$ cat config.mk
export PLATFORM = sky130hd
export DESIGN_NAME = led_strip_bit_encoder_flat
export DESIGN_NICKNAME = d
export VERILOG_FILES = /design/src/hdl/lsbe_pkg.sv /design/src/hdl/lsbe_if.sv /design/src/hdl/led_strip_bit_encoder.sv /design/src/hdl/lsbe_pixel_store.sv /design/src/flat_wrapper.sv
export VERILOG_INCLUDE_DIRS = /design/src /design/src/hdl
export SDC_FILE = /design/constraint.sdc
export NUM_CORES = 1
export LEC_CHECK = 0
export BUFFER_PORTS_ARGS = -buffer_cell sky130_fd_sc_hd__buf_2
export CAP_MARGIN = 20
export CORE_UTILIZATION = 58
export CTS_BUF_LIST = sky130_fd_sc_hd__clkbuf_4
export CTS_CLUSTER_DIAMETER = 60
export DETAILED_ROUTE_END_ITERATION = 12
export PLACE_DENSITY_LB_ADDON = 0.1
export SLEW_MARGIN = 20
export SYNTH_ARGS = -nofsm -noshare
export SYNTH_HDL_FRONTEND = slang
export SYNTH_SLANG_ARGS = --single-unit
$ cat constraint.sdc
create_clock -name clk_i -period 2.85 [get_ports clk_i]
set_input_delay 0.1425 -clock clk_i [delete_from_list [all_inputs] [get_ports clk_i]]
set_output_delay 0.1425 -clock clk_i [all_outputs]
set_load 0.02 [all_outputs]
$ cat src/hdl/led_strip_bit_encoder_defines.svh
// Assertion macros shared by the LED strip encoder RTL.
// Both macros sample on clk_i and are disabled while rst_ni is low.
`ifndef LED_STRIP_BIT_ENCODER_DEFINES_SVH
`define LED_STRIP_BIT_ENCODER_DEFINES_SVH

`ifndef SYNTHESIS

`define LSBE_ASSERT(label, prop) \
  label: assert property (@(posedge clk_i) disable iff (!rst_ni) (prop)) \
    else $error("led strip encoder assertion failed");

`define LSBE_ASSERT_NEXT(label, ante, cons) \
  label: assert property (@(posedge clk_i) disable iff (!rst_ni) (ante) |=> (cons)) \
    else $error("led strip encoder assertion failed");

`else

`define LSBE_ASSERT(label, prop)

`define LSBE_ASSERT_NEXT(label, ante, cons)

`endif

`endif

$ cat src/hdl/lsbe_pkg.sv
`timescale 1ns / 1ps

package lsbe_pkg;

  localparam int unsigned LED_COUNT = 16;
  localparam int unsigned ADDR_W    = (LED_COUNT > 1) ? $clog2(LED_COUNT) : 1;

  localparam int unsigned OP_W    = 3;
  localparam int unsigned IDX_W   = 10;
  localparam int unsigned COLOR_W = 24;
  localparam int unsigned CODE_W  = 8;
  localparam int unsigned BIT_W   = 5;

  localparam logic [BIT_W-1:0]  LAST_BIT = BIT_W'(COLOR_W - 1);
  localparam logic [ADDR_W-1:0] LED_LAST = ADDR_W'(LED_COUNT - 1);

  localparam logic [CODE_W-1:0] ZERO_CODE_RST = 8'hC0;
  localparam logic [CODE_W-1:0] ONE_CODE_RST  = 8'hF8;
  localparam logic [CODE_W-1:0] FRAME_PAD     = 8'h00;

  typedef enum logic [OP_W-1:0] {
    OP_WRITE      = 3'd0,
    OP_WRITE_SEND = 3'd1,
    OP_FILL_SEND  = 3'd2,
    OP_SEND       = 3'd3,
    OP_PULL       = 3'd4
  } op_e;

  typedef enum logic {
    CFG_ZERO_CODE = 1'b0,
    CFG_ONE_CODE  = 1'b1
  } cfg_reg_e;

  typedef struct packed {
    logic               en;
    logic [ADDR_W-1:0]  addr;
    logic [COLOR_W-1:0] data;
  } pixel_wr_t;

endpackage

$ cat src/hdl/lsbe_if.sv
`timescale 1ns / 1ps

interface lsbe_in_if;
  logic                         valid;
  logic                         ready;
  logic [lsbe_pkg::OP_W-1:0]    opcode;
  logic [lsbe_pkg::IDX_W-1:0]   pixel_idx;
  logic [lsbe_pkg::COLOR_W-1:0] pixel_color;

  modport source (output valid, output opcode, output pixel_idx, output pixel_color,
                  input ready);
  modport sink   (input valid, input opcode, input pixel_idx, input pixel_color,
                  output ready);
endinterface

interface lsbe_out_if;
  logic                        valid;
  logic                        ready;
  logic [lsbe_pkg::CODE_W-1:0] spi_byte;
  logic                        frame_last;

  modport source (output valid, output spi_byte, output frame_last, input ready);
  modport sink   (input valid, input spi_byte, input frame_last, output ready);
endinterface

interface lsbe_cfg_if;
  logic                        valid;
  logic                        ready;
  logic                        index;
  logic [lsbe_pkg::CODE_W-1:0] data;

  modport source (output valid, output index, output data, input ready);
  modport sink   (input valid, input index, input data, output ready);
endinterface

$ cat src/hdl/led_strip_bit_encoder.sv
`timescale 1ns / 1ps
// Pixel store and SPI bit encoder for an addressable LED strip. Colors live in a
// synchronous RAM of LED_COUNT words with one write port and one read port; a frame is
// read out one byte per pull beat: a leading 0x00, 24 code bytes per LED (MSB first),
// and a trailing 0x00 flagged by frame_last. After reset the block runs a clearing pass
// that writes zero to every RAM word before it takes its first input beat. A pull runs
// a RAM read, then code selection into the output register, which waits while the
// output register is held by its sink; no new input beat is taken until it is done. A
// fill-all rewrites the RAM one word per cycle, and no input beat is taken meanwhile.
// Configuration writes are taken at any time and should be made while idle.

`include "led_strip_bit_encoder_defines.svh"

module led_strip_bit_encoder (
  input  logic          clk_i,
  input  logic          rst_ni,
  lsbe_in_if.sink       in_i,
  lsbe_out_if.source    out_o,
  lsbe_cfg_if.sink      cfg_i
);

  typedef enum logic [1:0] {
    ST_FILL,
    ST_IDLE,
    ST_EMIT
  } state_e;

  typedef enum logic [1:0] {
    PH_OFF,
    PH_LEAD,
    PH_DATA,
    PH_TRAIL
  } phase_e;

  state_e                        state_q;
  phase_e                        phase_q;
  logic [lsbe_pkg::ADDR_W-1:0]   sweep_q;
  logic [lsbe_pkg::COLOR_W-1:0]  fill_color_q;
  logic [lsbe_pkg::ADDR_W-1:0]   led_q;
  logic [lsbe_pkg::BIT_W-1:0]    bit_q;
  logic                          em_data_q;
  logic                          em_last_q;
  logic [lsbe_pkg::BIT_W-1:0]    em_bit_q;
  logic                          out_valid_q;
  logic [lsbe_pkg::CODE_W-1:0]   out_byte_q;
  logic                          out_last_q;
  logic [lsbe_pkg::CODE_W-1:0]   zero_code_q;
  logic [lsbe_pkg::CODE_W-1:0]   one_code_q;

  logic                          in_acc;
  logic                          cfg_acc;
  logic                          out_free;
  logic                          idx_ok;
  logic                          is_write;
  lsbe_pkg::pixel_wr_t           pix_wr;
  logic                          rd_en;
  logic [lsbe_pkg::COLOR_W-1:0]  rd_data;

  assign in_i.ready  = (state_q == ST_IDLE);
  assign cfg_i.ready = 1'b1;
  assign in_acc      = in_i.valid && in_i.ready;
  assign cfg_acc     = cfg_i.valid && cfg_i.ready;
  assign out_free    = !out_valid_q || out_o.ready;

  assign idx_ok   = {1'b0, in_i.pixel_idx} <
                    (lsbe_pkg::IDX_W + 1)'(lsbe_pkg::LED_COUNT);
  assign is_write = (in_i.opcode == lsbe_pkg::OP_WRITE) ||
                    (in_i.opcode == lsbe_pkg::OP_WRITE_SEND);
  assign rd_en    = in_acc && (in_i.opcode == lsbe_pkg::OP_PULL);

  // The sweep owns the write port; no input beat is taken while it runs.
  always_comb begin
    if (state_q == ST_FILL) begin
      pix_wr.en   = 1'b1;
      pix_wr.addr = sweep_q;
      pix_wr.data = fill_color_q;
    end else begin
      pix_wr.en   = in_acc && is_write && idx_ok;
      pix_wr.addr = in_i.pixel_idx[lsbe_pkg::ADDR_W-1:0];
      pix_wr.data = in_i.pixel_color;
    end
  end

  lsbe_pixel_store u_store (
    .clk_i     (clk_i),
    .wr_i      (pix_wr),
    .rd_en_i   (rd_en),
    .rd_addr_i (led_q),
    .rd_data_o (rd_data)
  );

  always_ff @(posedge clk_i or negedge rst_ni) begin
    if (!rst_ni) begin
      state_q      <= ST_FILL;
      phase_q      <= PH_OFF;
      sweep_q      <= '0;
      fill_color_q <= '0;
      led_q        <= '0;
      bit_q        <= lsbe_pkg::LAST_BIT;
      em_data_q    <= 1'b0;
      em_last_q    <= 1'b0;
      em_bit_q     <= '0;
      out_valid_q  <= 1'b0;
      out_byte_q   <= '0;
      out_last_q   <= 1'b0;
      zero_code_q  <= lsbe_pkg::ZERO_CODE_RST;
      one_code_q   <= lsbe_pkg::ONE_CODE_RST;
    end else begin
      if (cfg_acc) begin
        case (cfg_i.index)
          lsbe_pkg::CFG_ZERO_CODE: zero_code_q <= cfg_i.data;
          lsbe_pkg::CFG_ONE_CODE:  one_code_q  <= cfg_i.data;
          default: begin
          end
        endcase
      end

      // While emitting, the emit arm below decides the next output valid.
      if (out_valid_q && out_o.ready && (state_q != ST_EMIT)) begin
        out_valid_q <= 1'b0;
      end

      case (state_q)
        ST_FILL: begin
          if (sweep_q == lsbe_pkg::LED_LAST) begin
            sweep_q <= '0;
            state_q <= ST_IDLE;
          end else begin
            sweep_q <= sweep_q + 1'b1;
          end
        end

        ST_IDLE: begin
          if (in_acc) begin
            case (in_i.opcode)
              lsbe_pkg::OP_WRITE: begin
              end
              lsbe_pkg::OP_WRITE_SEND, lsbe_pkg::OP_SEND: begin
                phase_q <= PH_LEAD;
                led_q   <= '0;
                bit_q   <= lsbe_pkg::LAST_BIT;
              end
              lsbe_pkg::OP_FILL_SEND: begin
                phase_q      <= PH_LEAD;
                led_q        <= '0;
                bit_q        <= lsbe_pkg::LAST_BIT;
                fill_color_q <= in_i.pixel_color;
                state_q      <= ST_FILL;
              end
              lsbe_pkg::OP_PULL: begin
                case (phase_q)
                  PH_LEAD: begin
                    em_data_q <= 1'b0;
                    em_last_q <= 1'b0;
                    phase_q   <= PH_DATA;
                    state_q   <= ST_EMIT;
                  end
                  PH_DATA: begin
                    em_data_q <= 1'b1;
                    em_last_q <= 1'b0;
                    em_bit_q  <= bit_q;
                    state_q   <= ST_EMIT;
                    if (bit_q == '0) begin
                      bit_q <= lsbe_pkg::LAST_BIT;
                      if (led_q == lsbe_pkg::LED_LAST) begin
                        phase_q <= PH_TRAIL;
                      end else begin
                        led_q <= led_q + 1'b1;
                      end
                    end else begin
                      bit_q <= bit_q - 1'b1;
                    end
                  end
                  PH_TRAIL: begin
                    em_data_q <= 1'b0;
                    em_last_q <= 1'b1;
                    phase_q   <= PH_OFF;
                    state_q   <= ST_EMIT;
                  end
                  default: begin
                    // No frame running: the pull is dropped.
                  end
                endcase
              end
              default: begin
              end
            endcase
          end
        end

        ST_EMIT: begin
          if (out_free) begin
            out_valid_q <= 1'b1;
            out_last_q  <= em_last_q;
            state_q     <= ST_IDLE;
            if (em_data_q) begin
              out_byte_q <= rd_data[em_bit_q] ? one_code_q : zero_code_q;
            end else begin
              out_byte_q <= lsbe_pkg::FRAME_PAD;
            end
          end
        end

        default: begin
          state_q <= ST_IDLE;
        end
      endcase
    end
  end

  assign out_o.valid      = out_valid_q;
  assign out_o.spi_byte   = out_byte_q;
  assign out_o.frame_last = out_last_q;

  `LSBE_ASSERT(a_out_from_emit, $rose(out_valid_q) |-> ($past(state_q) == ST_EMIT))
  `LSBE_ASSERT(a_last_ends_frame, (state_q == ST_EMIT && em_last_q) |-> (phase_q == PH_OFF))
  `LSBE_ASSERT(a_data_pos_range,
    (phase_q == PH_DATA) |-> (bit_q <= lsbe_pkg::LAST_BIT && led_q <= lsbe_pkg::LED_LAST))
  `LSBE_ASSERT_NEXT(a_pull_data_emits,
    (in_acc && in_i.opcode == lsbe_pkg::OP_PULL && phase_q == PH_DATA),
    (state_q == ST_EMIT && em_data_q && !em_last_q))

endmodule

$ cat src/hdl/lsbe_pixel_store.sv
`timescale 1ns / 1ps

module lsbe_pixel_store (
  input  logic                          clk_i,
  input  lsbe_pkg::pixel_wr_t           wr_i,
  input  logic                          rd_en_i,
  input  logic [lsbe_pkg::ADDR_W-1:0]   rd_addr_i,
  output logic [lsbe_pkg::COLOR_W-1:0]  rd_data_o
);

  logic [lsbe_pkg::COLOR_W-1:0] mem_q [lsbe_pkg::LED_COUNT];
  logic [lsbe_pkg::COLOR_W-1:0] rd_data_q;

  always_ff @(posedge clk_i) begin
    if (wr_i.en) begin
      mem_q[wr_i.addr] <= wr_i.data;
    end
  end

  // The read register holds its word until the next enabled read.
  always_ff @(posedge clk_i) begin
    if (rd_en_i) begin
      rd_data_q <= mem_q[rd_addr_i];
    end
  end

  assign rd_data_o = rd_data_q;

endmodule

$ cat src/flat_wrapper.sv
// flat-port wrapper written by rule: the top's interface ports become plain ports
module led_strip_bit_encoder_flat 
  (clk_i, rst_ni, in_i_valid, in_i_opcode, in_i_pixel_idx, in_i_pixel_color, in_i_ready, out_o_valid, out_o_spi_byte, out_o_frame_last, out_o_ready, cfg_i_valid, cfg_i_index, cfg_i_data, cfg_i_ready);
  lsbe_in_if in_i_i ();
  lsbe_out_if out_o_i ();
  lsbe_cfg_if cfg_i_i ();
  input  logic clk_i;
  input  logic rst_ni;
  input wire logic [$bits(in_i_i.valid)-1:0] in_i_valid;
  input wire logic [$bits(in_i_i.opcode)-1:0] in_i_opcode;
  input wire logic [$bits(in_i_i.pixel_idx)-1:0] in_i_pixel_idx;
  input wire logic [$bits(in_i_i.pixel_color)-1:0] in_i_pixel_color;
  output wire logic [$bits(in_i_i.ready)-1:0] in_i_ready;
  output wire logic [$bits(out_o_i.valid)-1:0] out_o_valid;
  output wire logic [$bits(out_o_i.spi_byte)-1:0] out_o_spi_byte;
  output wire logic [$bits(out_o_i.frame_last)-1:0] out_o_frame_last;
  input wire logic [$bits(out_o_i.ready)-1:0] out_o_ready;
  input wire logic [$bits(cfg_i_i.valid)-1:0] cfg_i_valid;
  input wire logic [$bits(cfg_i_i.index)-1:0] cfg_i_index;
  input wire logic [$bits(cfg_i_i.data)-1:0] cfg_i_data;
  output wire logic [$bits(cfg_i_i.ready)-1:0] cfg_i_ready;
  assign in_i_i.valid = in_i_valid;
  assign in_i_i.opcode = in_i_opcode;
  assign in_i_i.pixel_idx = in_i_pixel_idx;
  assign in_i_i.pixel_color = in_i_pixel_color;
  assign in_i_ready = in_i_i.ready;
  assign out_o_valid = out_o_i.valid;
  assign out_o_spi_byte = out_o_i.spi_byte;
  assign out_o_frame_last = out_o_i.frame_last;
  assign out_o_i.ready = out_o_ready;
  assign cfg_i_i.valid = cfg_i_valid;
  assign cfg_i_i.index = cfg_i_index;
  assign cfg_i_i.data = cfg_i_data;
  assign cfg_i_ready = cfg_i_i.ready;
  led_strip_bit_encoder u_core (.clk_i(clk_i), .rst_ni(rst_ni), .in_i(in_i_i), .out_o(out_o_i), .cfg_i(cfg_i_i));
endmodule
==> report_table.html <==
<table>
<tr><th>Metric</th><th>Value</th></tr>
<tr><th colspan="2">Status</th></tr>
<tr><td>Outcome</td><td>finished clean</td></tr>
<tr><th colspan="2">Synthesis</th></tr>
<tr><td>Number of synthesized flops with an enable pin</td><td>408</td></tr>
<tr><td>Dominant combinational cell family by area after synthesis</td><td>multiplexers</td></tr>
<tr><td>Most used flip-flop cell after synthesis</td><td>sky130_fd_sc_hd__edfxtp_1</td></tr>
<tr><td>Yosys Warn Count</td><td>0</td></tr>
<tr><td>Adder and majority cell fraction of the synthesized area</td><td>0.193%</td></tr>
<tr><td>Gate Count Post-Synth</td><td>1142</td></tr>
<tr><td>Mean cell area of the mapped netlist</td><td>17.0 µm²</td></tr>
<tr><td>Parity-gate share of the synthesized area counting xor and xnor cells</td><td>0.135%</td></tr>
<tr><td>Number of synthesized register bits</td><td>482</td></tr>
<tr><td>Area fraction in and, or, nand and nor cells after synthesis</td><td>4.58%</td></tr>
<tr><td>Sequential share of the synthesized area</td><td>72.7%</td></tr>
<tr><td>Async set-or-reset flop fraction in the synthesized netlist</td><td>15.4%</td></tr>
<tr><td>Number of nets in the synthesized netlist</td><td>1196</td></tr>
<tr><td>Top post-synthesis cells by area</td><td>sky130_fd_sc_hd__edfxtp_1, sky130_fd_sc_hd__dfrtp_1, sky130_fd_sc_hd__mux4_2</td></tr>
<tr><td>Fraction of the mapped netlist area in compound gates</td><td>6.03%</td></tr>
<tr><td>Post-synth cell types</td><td>58</td></tr>
<tr><td>Top cell type by total area after synthesis</td><td>sky130_fd_sc_hd__edfxtp_1</td></tr>
<tr><td>Area fraction of the dominant cell type after synthesis</td><td>63.1%</td></tr>
<tr><td>Mapped Area</td><td>19400 µm²</td></tr>
<tr><td>Proportion of synthesized area in mux cells</td><td>14.5%</td></tr>
<tr><th colspan="2">Floorplanning</th></tr>
<tr><td>Placement Rows</td><td>66</td></tr>
<tr><td>Die Wd</td><td>185 µm</td></tr>
<tr><td>Die Footprint</td><td>34200 µm²</td></tr>
<tr><td># IOs</td><td>63</td></tr>
<tr><td>Height of the die</td><td>185 µm</td></tr>
<tr><td>Core region area</td><td>32700 µm²</td></tr>
<tr><td>Effective utilization at floorplan</td><td>59.4%</td></tr>
<tr><th colspan="2">Finish</th></tr>
<tr><td>Final design instance area without fill</td><td>22800 µm²</td></tr>
<tr><td>Non-filler cells, final</td><td>1911</td></tr>
<tr><td>Leading cell type in the layout, fill and taps excluded</td><td>sky130_fd_sc_hd__edfxtp_1</td></tr>
<tr><td>Highest-count cells in the layout ignoring fill and taps</td><td>sky130_fd_sc_hd__edfxtp_1, sky130_fd_sc_hd__clkbuf_4, sky130_fd_sc_hd__nand2_1</td></tr>
<tr><td>Share of post-route cells with drive strength above 1</td><td>32.8%</td></tr>
<tr><td>Final net count</td><td>1421</td></tr>
<tr><td>Post-synthesis to final-layout area growth</td><td>17.4%</td></tr>
<tr><th colspan="2">Timing</th></tr>
<tr><td>Max Fclk</td><td>405 MHz</td></tr>
<tr><td>Tightest Pin Transition</td><td>1.08 ns</td></tr>
<tr><td>Clock Skews</td><td>0.0328 ns</td></tr>
<tr><td>Share of the clock period used by the worst path</td><td>86.5%</td></tr>
<tr><td>Final number of max-transition violations</td><td>0</td></tr>
<tr><td>Unrepaired setup endpoints after global routing</td><td>no</td></tr>
<tr><td>Finish-stage setup viols</td><td>0</td></tr>
<tr><td>Worst hold slack</td><td>0.0681 ns</td></tr>
<tr><td>Accumulated negative setup slack</td><td>0 ns</td></tr>
<tr><td>Final period demand of the worst path</td><td>2.47 ns</td></tr>
<tr><td>Tightest slew margin relative to the limit</td><td>27.6%</td></tr>
<tr><td>Number of hold violations in the final report</td><td>0</td></tr>
<tr><th colspan="2">Clocking</th></tr>
<tr><td>Total CTS buffers</td><td>117</td></tr>
<tr><td>Number of setup buffers added after CTS</td><td>0</td></tr>
<tr><td>Largest buffer count on any clock path</td><td>3</td></tr>
<tr><td>Clock tree root buffer cell</td><td>sky130_fd_sc_hd__clkbuf_4</td></tr>
<tr><td>Clock Sink Count</td><td>482</td></tr>
<tr><td>CTS tree</td><td>done</td></tr>
<tr><td>Source-to-sink clock delay at the later pin of the worst-skew pair</td><td>0.79 ns</td></tr>
<tr><td>H-tree Lvls</td><td>3</td></tr>
<tr><td>Clk pin slew, worst setup/hold paths</td><td>0.07 ns</td></tr>
<tr><th colspan="2">Global route</th></tr>
<tr><td>Largest net degree at the start of global routing</td><td>41</td></tr>
<tr><td>Via count of the first global-routing pass</td><td>11242</td></tr>
<tr><td>Number of antenna violations at the first check in global routing</td><td>2</td></tr>
<tr><td>First-pass GRT wire length</td><td>64300 µm</td></tr>
<tr><td>Total Routing Usage GR</td><td>26.1%</td></tr>
<tr><td>Overall overflow remaining after global route</td><td>0</td></tr>
<tr><th colspan="2">Drt</th></tr>
<tr><td>Overall via count from detail_route</td><td>11101</td></tr>
<tr><td>Vias/cell</td><td>5.81</td></tr>
<tr><td>Number of nets with antenna violations after detailed routing</td><td>0</td></tr>
<tr><td>Final wirelength</td><td>42600 µm</td></tr>
<tr><td>First-pass iteration count of the detailed router</td><td>5</td></tr>
<tr><td>Routed wirelength normalized by instance count</td><td>22.3 µm</td></tr>
<tr><td>Count of unresolved DRC violations after routing</td><td>0</td></tr>
<tr><td>Number of design-rule violations left by the first detailed-router iteration</td><td>823</td></tr>
<tr><th colspan="2">Min path</th></tr>
<tr><td>Worst hold path type</td><td>input port to flop</td></tr>
<tr><th colspan="2">Critical path</th></tr>
<tr><td>Critical Path Start Type</td><td>flop</td></tr>
<tr><td>Kind of cell adding the most delay to the critical path</td><td>simple AND/OR/NAND/NOR gates</td></tr>
<tr><td>Bufs and invs on worst path</td><td>2</td></tr>
<tr><td>Critical-path cell list</td><td>or2_2, buf_4, mux2i_1, nand2_1, nor2_4, buf_4</td></tr>
<tr><td>Most prevalent standard cell on the critical path</td><td>sky130_fd_sc_hd__buf_4</td></tr>
<tr><td>Signal arrival time at the worst endpoint</td><td>2.88 ns</td></tr>
<tr><td>Data required time of the worst path</td><td>3.27 ns</td></tr>
<tr><td>Maximum single-stage delay on the critical path</td><td>0.48 ns</td></tr>
<tr><td>Critical path class</td><td>flop to flop</td></tr>
<tr><td>Capturing element type of the critical path</td><td>flop</td></tr>
<tr><td>Slowest CP cell</td><td>sky130_fd_sc_hd__dfrtp_1</td></tr>
<tr><td>Crit Path Max Fanout</td><td>24</td></tr>
<tr><td>Slack of the worst reg-to-reg path</td><td>0.38 ns</td></tr>
<tr><th colspan="2">Place</th></tr>
<tr><td>Post-detailed-placement half-perimeter wirelength</td><td>25800 µm</td></tr>
<tr><td>Buffers on Ports</td><td>61</td></tr>
<tr><td>Area after DPL</td><td>20700 µm²</td></tr>
<tr><td>Number of placed cells counting well taps</td><td>1641</td></tr>
<tr><td>Global placer's final weighted congestion</td><td>0.789</td></tr>
<tr><th colspan="2">Power and ir drop</th></tr>
<tr><td>Post-layout power</td><td>0.0201 W</td></tr>
<tr><td>Worst voltage drop across the vdd grid</td><td>0.634 mV</td></tr>
<tr><td>Leakage power</td><td>8.00 nW</td></tr>
<tr><td>Power density cells</td><td>882 nW/µm²</td></tr>
<tr><th colspan="2">Job</th></tr>
<tr><td>Max-cap violations</td><td>0</td></tr>
</table>
-- per-layer routing --
layer	up-vias	share of wire [%]	global-route usage, %
li1	5053	-	-
met1	5588	42	34.6
met2	383	50	42.7
met3	75	5.2	5.27
met4	2	2.6	10.1
met5	-	0.031	0
-- tightest hold or removal path, delay by kind of cell --
family | cells | cell delay (ns)
mux | 1 | 0.08
buf+inv | 2 | 0.28
simple gates | 2 | 0.17
-- timing repair --
item | in CTS | in global routing
hold endpoints to repair | 161 | 0
setup endpoints to repair | 0 | 0
resized for setup | 0 | 0
hold buffers | 49 | 0
-- through the flow --
step	worst slack (ns)	utilization, %
after floorplan	0.142	-
after global routing	0.267	69.7
after detailed placement	0.410	63.4
after CTS	0.410	69.7
final	0.384	69.7
after global placement	0.436	63.4
-- sequential cells by signal, indices dropped and copies added, names as in the netlist --
register,cells
u_core.bit_q,5
u_core.em_bit_q,5
u_core.em_data_q,1
u_core.em_last_q,1
u_core.fill_color_q,24
u_core.led_q,4
u_core.one_code_q,8
u_core.out_o.frame_last,1
u_core.out_o.spi_byte,8
u_core.out_o.valid,1
u_core.phase_q,2
u_core.state_q,2
u_core.sweep_q,4
u_core.u_store.mem_q,384
u_core.u_store.rd_data_o,24
u_core.zero_code_q,8
-- cell usage after synthesis (11+ instances only) --
cell,instances
sky130_fd_sc_hd__clkbuf_1,20
sky130_fd_sc_hd__a21oi_1,33
sky130_fd_sc_hd__a22oi_1,42
sky130_fd_sc_hd__mux2i_1,94
sky130_fd_sc_hd__edfxtp_1,408
sky130_fd_sc_hd__nand3_1,14
sky130_fd_sc_hd__nor2_1,27
sky130_fd_sc_hd__a221oi_1,24
sky130_fd_sc_hd__mux4_2,48
sky130_fd_sc_hd__dfrtp_1,63
sky130_fd_sc_hd__nand2_1,118
sky130_fd_sc_hd__o21ai_0,57
sky130_fd_sc_hd__dfstp_2,11
sky130_fd_sc_hd__mux2_2,70
sky130_fd_sc_hd__buf_2,24
-- where the power goes --
group	internal, W	total (W)	switching (W)
clock network	0.00307	0.00569	0.00262
registers	0.00998	0.0104	0.000438
logic	0.00122	0.00399	0.00278
-- final cells by class --
type                    instances  area (µm²)
diodes                          2        5.00
clock buffers                 195        1460
clock inverters                24        97.6
fillers                      2202        9920
inverters                       7        26.3
multi-input cells             593        5080
flip-flops and latches        482       14100
well taps                     442         553
repair buffers                166        1440
-- logic make-up after synthesis --
logic type               Yosys count
flip-flops                       482
multiplexers                     212
AND/OR/NAND/NOR                  194
AO/OA/AOI/OAI                    180
buffers and inverters             67
adder cells (fa/ha/maj)            3
XOR/XNOR                           3
other                              1
-- worst paths after layout --
path                                                         end                          start  cells after the start
min                        u_core.u_store.mem_q[3][14]$_DFFE_PP_              in_i_pixel_idx[3]                      5
max                         u_core.u_store.mem_q[6][5]$_DFFE_PP_  u_core.state_q[0]$_DFFE_PN0P_                      6
min reg2reg                         u_core.em_data_q$_DFFE_PN0P_   u_core.em_data_q$_DFFE_PN0P_                      1
max in group asynchronous    u_core.fill_color_q[14]$_DFFE_PN0P_                         rst_ni                      4
min in group asynchronous         u_core.em_bit_q[1]$_DFFE_PN0P_                         rst_ni                      4
max reg2reg                 u_core.u_store.mem_q[6][5]$_DFFE_PP_  u_core.state_q[0]$_DFFE_PN0P_                      6
No activity file was read; power rests on OpenSTA's default activity.
